### src/hdl/bcvs_pkg.sv
// Shared types and constants for the battery charge voltage step block.
// Used by the divider, datapath, controller and top level by scoped names.
package bcvs_pkg;

   localparam int FRAC_BITS = 16;
   localparam int SUM_W     = 40;
   localparam int DIV_W     = SUM_W + FRAC_BITS;
   localparam int DIV_CNT_W = $clog2(DIV_W);
   localparam int CSR_IDX_W = 3;
   localparam int CSR_DAT_W = 32;

   typedef enum logic [CSR_IDX_W-1:0] {
      CSR_CONSTANT_COEF  = 3'd0,
      CSR_LINEAR_COEF    = 3'd1,
      CSR_CAPACITY       = 3'd2,
      CSR_INITIAL_CHARGE = 3'd3,
      CSR_SMOOTHING_GAIN = 3'd4,
      CSR_STEP_HOURS     = 3'd5,
      CSR_RESISTANCE     = 3'd6,
      CSR_ALLOW_CHARGING = 3'd7
   } csr_index_type;

   typedef enum logic [1:0] {
      STATUS_FULL        = 2'd0,
      STATUS_DISCHARGING = 2'd1,
      STATUS_CHARGING    = 2'd2
   } status_type;

   typedef enum logic [3:0] {
      CTL_IDLE,
      CTL_DIV_I_GO,
      CTL_DIV_I_WAIT,
      CTL_SMOOTH,
      CTL_SC,
      CTL_MULQ,
      CTL_Q,
      CTL_DIV_R_GO,
      CTL_DIV_R_WAIT,
      CTL_MUL_V,
      CTL_FIN
   } ctl_state_type;

   typedef struct packed {
      logic acc_en;
      logic div_start;
      logic div_sel_ratio;
      logic ld_iraw;
      logic ld_m1;
      logic ld_sc;
      logic ld_m2;
      logic ld_q;
      logic ld_ratio;
      logic ld_m3;
      logic ld_fin;
   } ctl_cmd_type;

   typedef struct packed {
      logic div_done;
   } dp_status_type;

endpackage

### src/hdl/bcvs_ctrl.sv
// Controller: sequences accumulate, two divisions and the step, owns handshakes.
// Depends on bcvs_pkg.
module bcvs_ctrl (
   input  logic                    clock,
   input  logic                    reset,
   input  logic                    req_valid,
   input  logic                    req_last_load,
   output logic                    req_stall,
   output logic                    rsp_valid,
   input  logic                    rsp_stall,
   input  bcvs_pkg::dp_status_type status,
   output bcvs_pkg::ctl_cmd_type   cmd
);

   bcvs_pkg::ctl_state_type state_ff, state_in;
   logic rsp_valid_ff, rsp_valid_in;
   logic out_free;
   logic accept;

   assign out_free = !rsp_valid_ff || !rsp_stall;
   assign accept   = req_valid && (state_ff == bcvs_pkg::CTL_IDLE);

   always_comb begin
      state_in = state_ff;
      unique case (state_ff)
         bcvs_pkg::CTL_IDLE:       if (accept && req_last_load) state_in = bcvs_pkg::CTL_DIV_I_GO;
         bcvs_pkg::CTL_DIV_I_GO:   state_in = bcvs_pkg::CTL_DIV_I_WAIT;
         bcvs_pkg::CTL_DIV_I_WAIT: if (status.div_done) state_in = bcvs_pkg::CTL_SMOOTH;
         bcvs_pkg::CTL_SMOOTH:     state_in = bcvs_pkg::CTL_SC;
         bcvs_pkg::CTL_SC:         state_in = bcvs_pkg::CTL_MULQ;
         bcvs_pkg::CTL_MULQ:       state_in = bcvs_pkg::CTL_Q;
         bcvs_pkg::CTL_Q:          state_in = bcvs_pkg::CTL_DIV_R_GO;
         bcvs_pkg::CTL_DIV_R_GO:   state_in = bcvs_pkg::CTL_DIV_R_WAIT;
         bcvs_pkg::CTL_DIV_R_WAIT: if (status.div_done) state_in = bcvs_pkg::CTL_MUL_V;
         bcvs_pkg::CTL_MUL_V:      state_in = bcvs_pkg::CTL_FIN;
         bcvs_pkg::CTL_FIN:        if (out_free) state_in = bcvs_pkg::CTL_IDLE;
         default:                  state_in = bcvs_pkg::CTL_IDLE;
      endcase
   end

   always_comb begin
      cmd = '0;
      req_stall = 1'b1;
      unique case (state_ff)
         bcvs_pkg::CTL_IDLE: begin
            req_stall  = 1'b0;
            cmd.acc_en = req_valid;
         end
         bcvs_pkg::CTL_DIV_I_GO:   cmd.div_start = 1'b1;
         bcvs_pkg::CTL_DIV_I_WAIT: cmd.ld_iraw = status.div_done;
         bcvs_pkg::CTL_SMOOTH:     cmd.ld_m1 = 1'b1;
         bcvs_pkg::CTL_SC:         cmd.ld_sc = 1'b1;
         bcvs_pkg::CTL_MULQ:       cmd.ld_m2 = 1'b1;
         bcvs_pkg::CTL_Q:          cmd.ld_q = 1'b1;
         bcvs_pkg::CTL_DIV_R_GO: begin
            cmd.div_start     = 1'b1;
            cmd.div_sel_ratio = 1'b1;
         end
         bcvs_pkg::CTL_DIV_R_WAIT: begin
            cmd.div_sel_ratio = 1'b1;
            cmd.ld_ratio      = status.div_done;
         end
         bcvs_pkg::CTL_MUL_V:      cmd.ld_m3 = 1'b1;
         bcvs_pkg::CTL_FIN:        cmd.ld_fin = out_free;
         default: ;
      endcase
   end

   assign rsp_valid_in = cmd.ld_fin || (rsp_valid_ff && rsp_stall);

   always_ff @(posedge clock) begin
      if (reset) begin
         state_ff     <= bcvs_pkg::CTL_IDLE;
         rsp_valid_ff <= 1'b0;
      end else begin
         state_ff     <= state_in;
         rsp_valid_ff <= rsp_valid_in;
      end
   end

   assign rsp_valid = rsp_valid_ff;

   a_fin_slot_free: assert property (@(posedge clock) disable iff (reset)
      cmd.ld_fin |-> (!rsp_valid_ff || !rsp_stall)) else $error("result overwrite");
   a_div_to_smooth: assert property (@(posedge clock) disable iff (reset)
      (state_ff == bcvs_pkg::CTL_DIV_I_WAIT && status.div_done) |=>
      state_ff == bcvs_pkg::CTL_SMOOTH) else $error("bad sequence after divide");
   a_no_accept_busy: assert property (@(posedge clock) disable iff (reset)
      (state_ff != bcvs_pkg::CTL_IDLE) |-> !cmd.acc_en) else $error("accumulate while busy");
   a_fin_valid: assert property (@(posedge clock) disable iff (reset)
      cmd.ld_fin |=> rsp_valid_ff) else $error("result not presented");

endmodule

### config.mk
export PLATFORM = sky130hd
export DESIGN_NAME = bcvs_ctrl
export DESIGN_NICKNAME = d
export VERILOG_FILES = /design/src/hdl/bcvs_pkg.sv /design/src/hdl/bcvs_ctrl.sv
export SDC_FILE = /design/constraint.sdc
export NUM_CORES = 1
export LEC_CHECK = 0
export ABC_AREA = 1
export BUFFER_PORTS_ARGS = -buffer_cell sky130_fd_sc_hd__buf_2
export CAP_MARGIN = 20
export CORE_AREA = 2 2 39 41
export CTS_BUF_LIST = sky130_fd_sc_hd__clkbuf_4 sky130_fd_sc_hd__clkbuf_8
export CTS_CLUSTER_DIAMETER = 200
export DETAILED_ROUTE_END_ITERATION = 16
export DIE_AREA = 0 0 41 43
export SYNTH_ARGS = -nofsm -noshare
export SYNTH_HDL_FRONTEND = slang
export SYNTH_SLANG_ARGS = --single-unit
### constraint.sdc
create_clock -name clock -period 1 [get_ports clock]
set_input_delay 0.15 -clock clock [delete_from_list [all_inputs] [get_ports clock]]
set_output_delay 0.15 -clock clock [all_outputs]
set_load 0.1 [all_outputs]
==> qor.yml, run 1 <==
die:
  start_util_pct: 27.8
  rows: 14
  ioPinCount: 19
  die_area_mm2: 0.00176
  die_w_um: 41
  core_mm2: 0.00138
  die_h_um: 43
sta:
  report.final.slew_viol_count: 0
  maxSlewHeadroom_pct: 80.6
  max_freq_mhz: 695
  finalHoldViolations: 0
  clock_skew_ps: 0.768
  worst_slack_ps: -439
  min_period_ps: 1440
  setup_viol: 16
  worst_pin_slew_ps: 287
  grt_setup_unrepaired: "true"
  hold_slack_ps: 156
  fin_crit_sh_pct: 144
critical_path:
  r2r_start: "state_ff[1]$_SDFFE_PP0P_"
  critPathCaptureType: "output port"
  r2r_slack_ps: -330
  cp-start-kind: "flop"
  path_cells: "inv_4, buf_6, nand2_8, nor3_4, buf_12"
  crit_end: "cmd[3]"
  crit_start: "state_ff[3]$_SDFFE_PP0P_"
  slowest_stage: "dfxtp_4"
  cp_top_family: "buffers and inverters"
  critPathArrivalTime_ps: 1290
  cp.required_ps: 850
  crit_type: "reg -> out"
  cp_max_fo: 4
  cp.buffers_inverters: 3
  cpPeakStageDelay_ps: 360
  r2r_end: "state_ff[3]$_SDFFE_PP0P_"
  crit_cells: 5
  reg2reg_depth: 10
detailed_routing:
  routed_wl_mm: 1.69
  via_count: 602
  drc: 0
  routed_via_density: 4.74
  drtPass1Iterations: 4
  drt_iter0_markers: 6
  wire_per_inst_um: 13.3
  ant_nets: 0
placement:
  dp_hpwl_mm: 1.00
  io_buffers: 18
  gp_congestion: 0.819
  pre_cts_ws_ps: -234
synth:
  syn_area_um2: 384
  yosysWarnings: 0
  synth_top_family_by_area: "simple AND/OR/NAND/NOR gates"
  yosys.area_share.simple_pct: 53.1
  synthXorXnorAreaFrac_pct: 0
  synth_fa_ha_area_share_pct: 0
  syn_nets: 75
  synthCells: 69
  synth-compound-area-share_pct: 5.21
  synth.area.mux_share_pct: 0
  ys_seq_elements: 5
  synth_area_per_cell_um2: 5.57
  synth-seq-area-share_pct: 26.1
  yosysUniqueCellTypes: 12
cts:
  path_clk_slew_ps: 40
  htreeDepth: 1
  clockBufferDepth: 2
  tritoncts: "yes"
  hold_buffers: 0
  clock-root-buffer: "clkbuf_4"
  cts.sinks: 5
  cts_made_buffers: 3
  clk_latency_ps: 240
flow_run:
  drv_cap: 0
cells_and_area:
  seq_area_um2: 119
  mostFrequentLayoutCell: "buf_4"
  layout-area-overhead-vs-synth_pct: 196
  fill_cells: 77
  antenna_cells: 0
  layout.nets: 118
  multi_input_area_um2: 434
  final_layout_size_suffix_gt1_share_pct: 84.7
  mostFrequentLayoutCells: "buf_4 (14), buf_12 (13), nor2_4 (11)"
power:
  power_leakage_nw: 0.495
  powerDensity_mw_per_mm2: 2650
  vdd_ir_drop_max_mv: 1.56
worst_hold_path:
  hold_path.class: "in -> reg"
global_routing:
  grt_use_total_pct: 19.4
  antenna_found_initial: 0
  grt_pass1_vias: 549
  grt_overflow: 0
  grt_max_degree: 8
  grt_pass1_wl_mm: 2.28
outcome:
  violations: "setup timing"
  status: "finished, violations left"
report_power, final:
part           internal [mW]  total (mW)  leakage (nW)  switching (mW)
clock network          0.177       0.252        0.0184          0.0742
logic                  0.947        2.36         0.432            1.42
registers              0.262       0.398        0.0444           0.137
sequential cells by signal, summed over array words and instances (netlist names):
| name | flops |
|---|---|
| state_ff | 4 |
| rsp_valid | 1 |
layer usage:
| metal | GRT usage (%) | vias up | share of wire [%] | wire [um] |
|---|---|---|---|---|
| li1 | - | 298 | - | - |
| met1 | 22.4 | 277 | 40 | 673 |
| met2 | 30.6 | 18 | 52 | 885 |
| met3 | 3.14 | 9 | 3.8 | 64 |
| met4 | 13.3 | 0 | 4.0 | 67 |
| met5 | 0 | - | 0 | 0 |
worst reg2reg max path, stage by stage (launching register included):
cell and delay [ps]:
dfxtp_4 400, inv_4 50, nor2_4 140, buf_4 140, buf_6 100, nand3_1 70
nand2_2 100, inv_2 60, nand3_2 60, nand2_1 50, nor2_1 90
worst min-delay path by stage:
stage | start | to | slack, ps | cells past startpoint
final | reset | state_ff[2]$_SDFFE_PP0P_ | 160 | 2
after global routing | reset | state_ff[1]$_SDFFE_PP0P_ | 150 | 2
after CTS | reset | state_ff[1]$_SDFFE_PP0P_ | 120 | 2
after detailed placement | reset | state_ff[1]$_SDFFE_PP0P_ | 380 | 2
after global placement | reset | state_ff[1]$_SDFFE_PP0P_ | 370 | 2
after floorplan | reset | rsp_valid$_SDFF_PP0_ | 210 | 1
synth_stat cells (all sizes together):
| cell | instances | area share [%] |
|---|---|---|
| nor3 | 3 | 3.9 |
| nand3 | 9 | 14 |
| buf | 1 | 2.0 |
| dfxtp | 5 | 26 |
| nand2 | 16 | 16 |
| o21ai | 2 | 2.6 |
| inv | 14 | 14 |
| a21oi | 2 | 2.6 |
| nor2 | 17 | 19 |
logic make-up (layout without fill, tap and decap cells):
group / Yosys count / in the layout
AND/OR/NAND/NOR: 45 / 45
buffers and inverters: 15 / 57
flip-flops: 5 / 5
AO/OA/AOI/OAI: 4 / 4
per-stage QoR:
stage,utilization [%],cell area (um^2),instances,TNS (ps),power (mW)
after global placement,65.3,903,113,-2110,2.21
after global routing,82.3,1140,127,-6780,3.15
after detailed placement,65.3,903,113,-2490,2.24
after CTS,74.7,1030,122,-5310,2.73
final,82.3,1140,127,-5830,3.01
after floorplan,-,523,69,-4260,1.59
what timing repair did:
action                     in CTS  in global routing
setup endpoints to repair      15                 16
pin swaps                       7                 18
resized for setup              18                 17
gates cloned                    0                  0
setup buffers                   5                  6
layout make-up:
class | count | share of cell area [%]
Clock buffer | 4 | 2.64
Tap cell | 16 | 1.76
Sequential cell | 5 | 10.4
Inverter | 14 | 5.82
Timing Repair Buffer | 39 | 41.2
Multi-Input combinational cell | 49 | 38.1
(Power assumes the default switching activity.)
==> run 2: changes to the inputs <==
CTS_BUF_LIST = sky130_fd_sc_hd__clkbuf_16   (was sky130_fd_sc_hd__clkbuf_4 sky130_fd_sc_hd__clkbuf_8)
clock period = 1.3 ns   (was 1 ns; I/O delays follow)
==> qor.yml, run 2 (synthesis gave the netlist of run 1 again) <==
worst_hold_path:
  whs_path_depth: 2
  hold_path.class: "in -> reg"
global_routing:
  grt_pass1_wl_mm: 2.15
  grt_max_degree: 8
  grt_overflow: 0
  antenna_found_initial: 0
  grt_pass1_vias: 517
  grt_use_total_pct: 18.3
flow_run:
  drv_cap: 0
sta:
  tns_ps: -1080
  grt_setup_unrepaired: "true"
  finalHoldViolations: 0
  worst_pin_slew_ps: 483
  maxSlewHeadroom_pct: 68.1
  min_period_ps: 1440
  worst_slack_ps: -137
  fin_crit_sh_pct: 111
  hold_slack_ps: 195
  report.final.slew_viol_count: 0
  setup_viol: 11
  max_freq_mhz: 696
  clock_skew_ps: 0.176
critical_path:
  crit_end: "cmd[9]"
  cp-start-kind: "flop"
  r2r_start: "state_ff[3]$_SDFFE_PP0P_"
  cp_top_family: "flip-flops"
  cp_max_fo: 6
  r2r_slack_ps: 40
  crit_start: "state_ff[1]$_SDFFE_PP0P_"
  crit_cells: 5
  cp.buffers_inverters: 2
  crit_type: "reg -> out"
  critPathCaptureType: "output port"
  cpPeakStageDelay_ps: 410
  slowest_stage: "dfxtp_4"
  path_cells: "nand2_1, nor2_2, inv_2, nand2_4, buf_12"
  reg2reg_depth: 9
  cp.required_ps: 1110
  r2r_end: "state_ff[1]$_SDFFE_PP0P_"
  critPathArrivalTime_ps: 1240
power:
  powerDensity_mw_per_mm2: 2310
  p_int_mw: 1.21
  pwr-share-seq_pct: 12.7
  clockPowerShare_pct: 20.5
  power_leakage_nw: 0.454
  vdd_ir_drop_max_mv: 1.46
  swShare_pct: 49.3
  p_total_mw: 2.38
  netSwitchingPower_mw: 1.17
  p_comb_share_pct: 66.9
cts:
  cts.sinks: 5
  htreeDepth: 1
  clockBufferDepth: 2
  clock-root-buffer: "clkbuf_16"
  clk_latency_ps: 220
  tritoncts: "yes"
  path_clk_slew_ps: 30
  cts_made_buffers: 3
cells_and_area:
  largest_register_ffs: 4
  regMostFlops: "state_ff"
  mostFrequentLayoutCell: "buf_12"
  antenna_cells: 0
  layout.nets: 108
  mostFrequentLayoutCells: "buf_12 (12), nor2_4 (11), nand2_1 (8), buf_4 (8)"
  final_layout_size_suffix_gt1_share_pct: 69.3
  final_cell_area_mm2: 0.00103
  fill_cells: 105
  layout-area-overhead-vs-synth_pct: 168
die:
  start_util_pct: 27.8
  die_area_mm2: 0.00176
  die_w_um: 41
  rows: 14
  core_mm2: 0.00138
  die_h_um: 43
  ioPinCount: 19
detailed_routing:
  drtPass1Iterations: 4
  routed_wl_mm: 1.31
  wire_per_inst_um: 11.2
  drt_iter0_markers: 5
  routed_via_density: 4.43
  ant_nets: 0
  drc: 0
  via_count: 518
placement:
  io_buffers: 18
  pre_cts_ws_ps: -3.43
  gp_congestion: 0.788
  placed_area_um2: 817
  dp_hpwl_um: 870
outcome:
  status: "finished, violations left"
  violations: "setup timing"
-- run 2: cell count changes in the layout (fill, tap and decap cells not counted), moves of 2 or more --
cell | previous run | this run
a21oi_2 | 2 | 0
buf_4 | 14 | 8
nand2_1 | 3 | 8
inv_1 | 4 | 7
clkbuf_16 | 0 | 3
nand3_2 | 4 | 2
a21oi_1 | 0 | 2
buf_6 | 7 | 3
nand3_1 | 4 | 7
nand2_2 | 8 | 3
clkbuf_4 | 4 | 0
inv_4 | 4 | 0
-- run 2: layout make-up --
type | count | area [um^2] | area share, %
Multi-Input combinational cell | 49 | 378 | 36.7
Timing Repair Buffer | 29 | 364 | 35.4
Sequential cell | 5 | 119 | 11.6
Clock buffer | 3 | 75.1 | 7.30
Inverter | 14 | 68.8 | 6.69
Tap cell | 16 | 20.0 | 1.95
Clock inverter | 1 | 3.75 | 0.365
-- run 2: what timing repair did --
action                                  4_1_cts  5_1_grt
hold buffers                                  0        0
buffers inserted                              5        2
pin swaps                                     6        5
gates resized for setup                      21        3
endpoints found under the setup margin       12       12
-- run 2: power by group through the flow --
stage               logic [mW]  registers, mW  clock network [mW]
CTS                       1.55          0.291               0.499
floorplan                0.950          0.254                   0
global placement          1.36          0.263                   0
detailed placement        1.37          0.268                   0
global route              1.66          0.309               0.513
finish                    1.59          0.301               0.487
-- run 2: routing by layer --
metal	vias up	global-route usage, %	wire length, um
met5	-	0	0
met3	2	3.14	30
met1	228	21.6	546
met2	11	27.8	720
li1	277	-	-
met4	0	13.3	8
-- run 2: worst min-delay path by stage --
| stage | startpoint | to | slack (ps) |
|---|---|---|---|
| after floorplan | reset | rsp_valid$_SDFF_PP0_ | 250 |
| after detailed placement | reset | state_ff[1]$_SDFFE_PP0P_ | 430 |
| final | reset | state_ff[1]$_SDFFE_PP0P_ | 200 |
| after global routing | reset | state_ff[1]$_SDFFE_PP0P_ | 210 |
| after CTS | reset | state_ff[1]$_SDFFE_PP0P_ | 200 |
| after global placement | reset | state_ff[1]$_SDFFE_PP0P_ | 430 |
-- run 2: per-stage QoR --
step | std cells | utilization (%)
after floorplan | 69 | -
after global placement | 106 | 59.0
after detailed placement | 106 | 59.0
after CTS | 115 | 72.4
after global routing | 117 | 74.3
final | 117 | 74.3
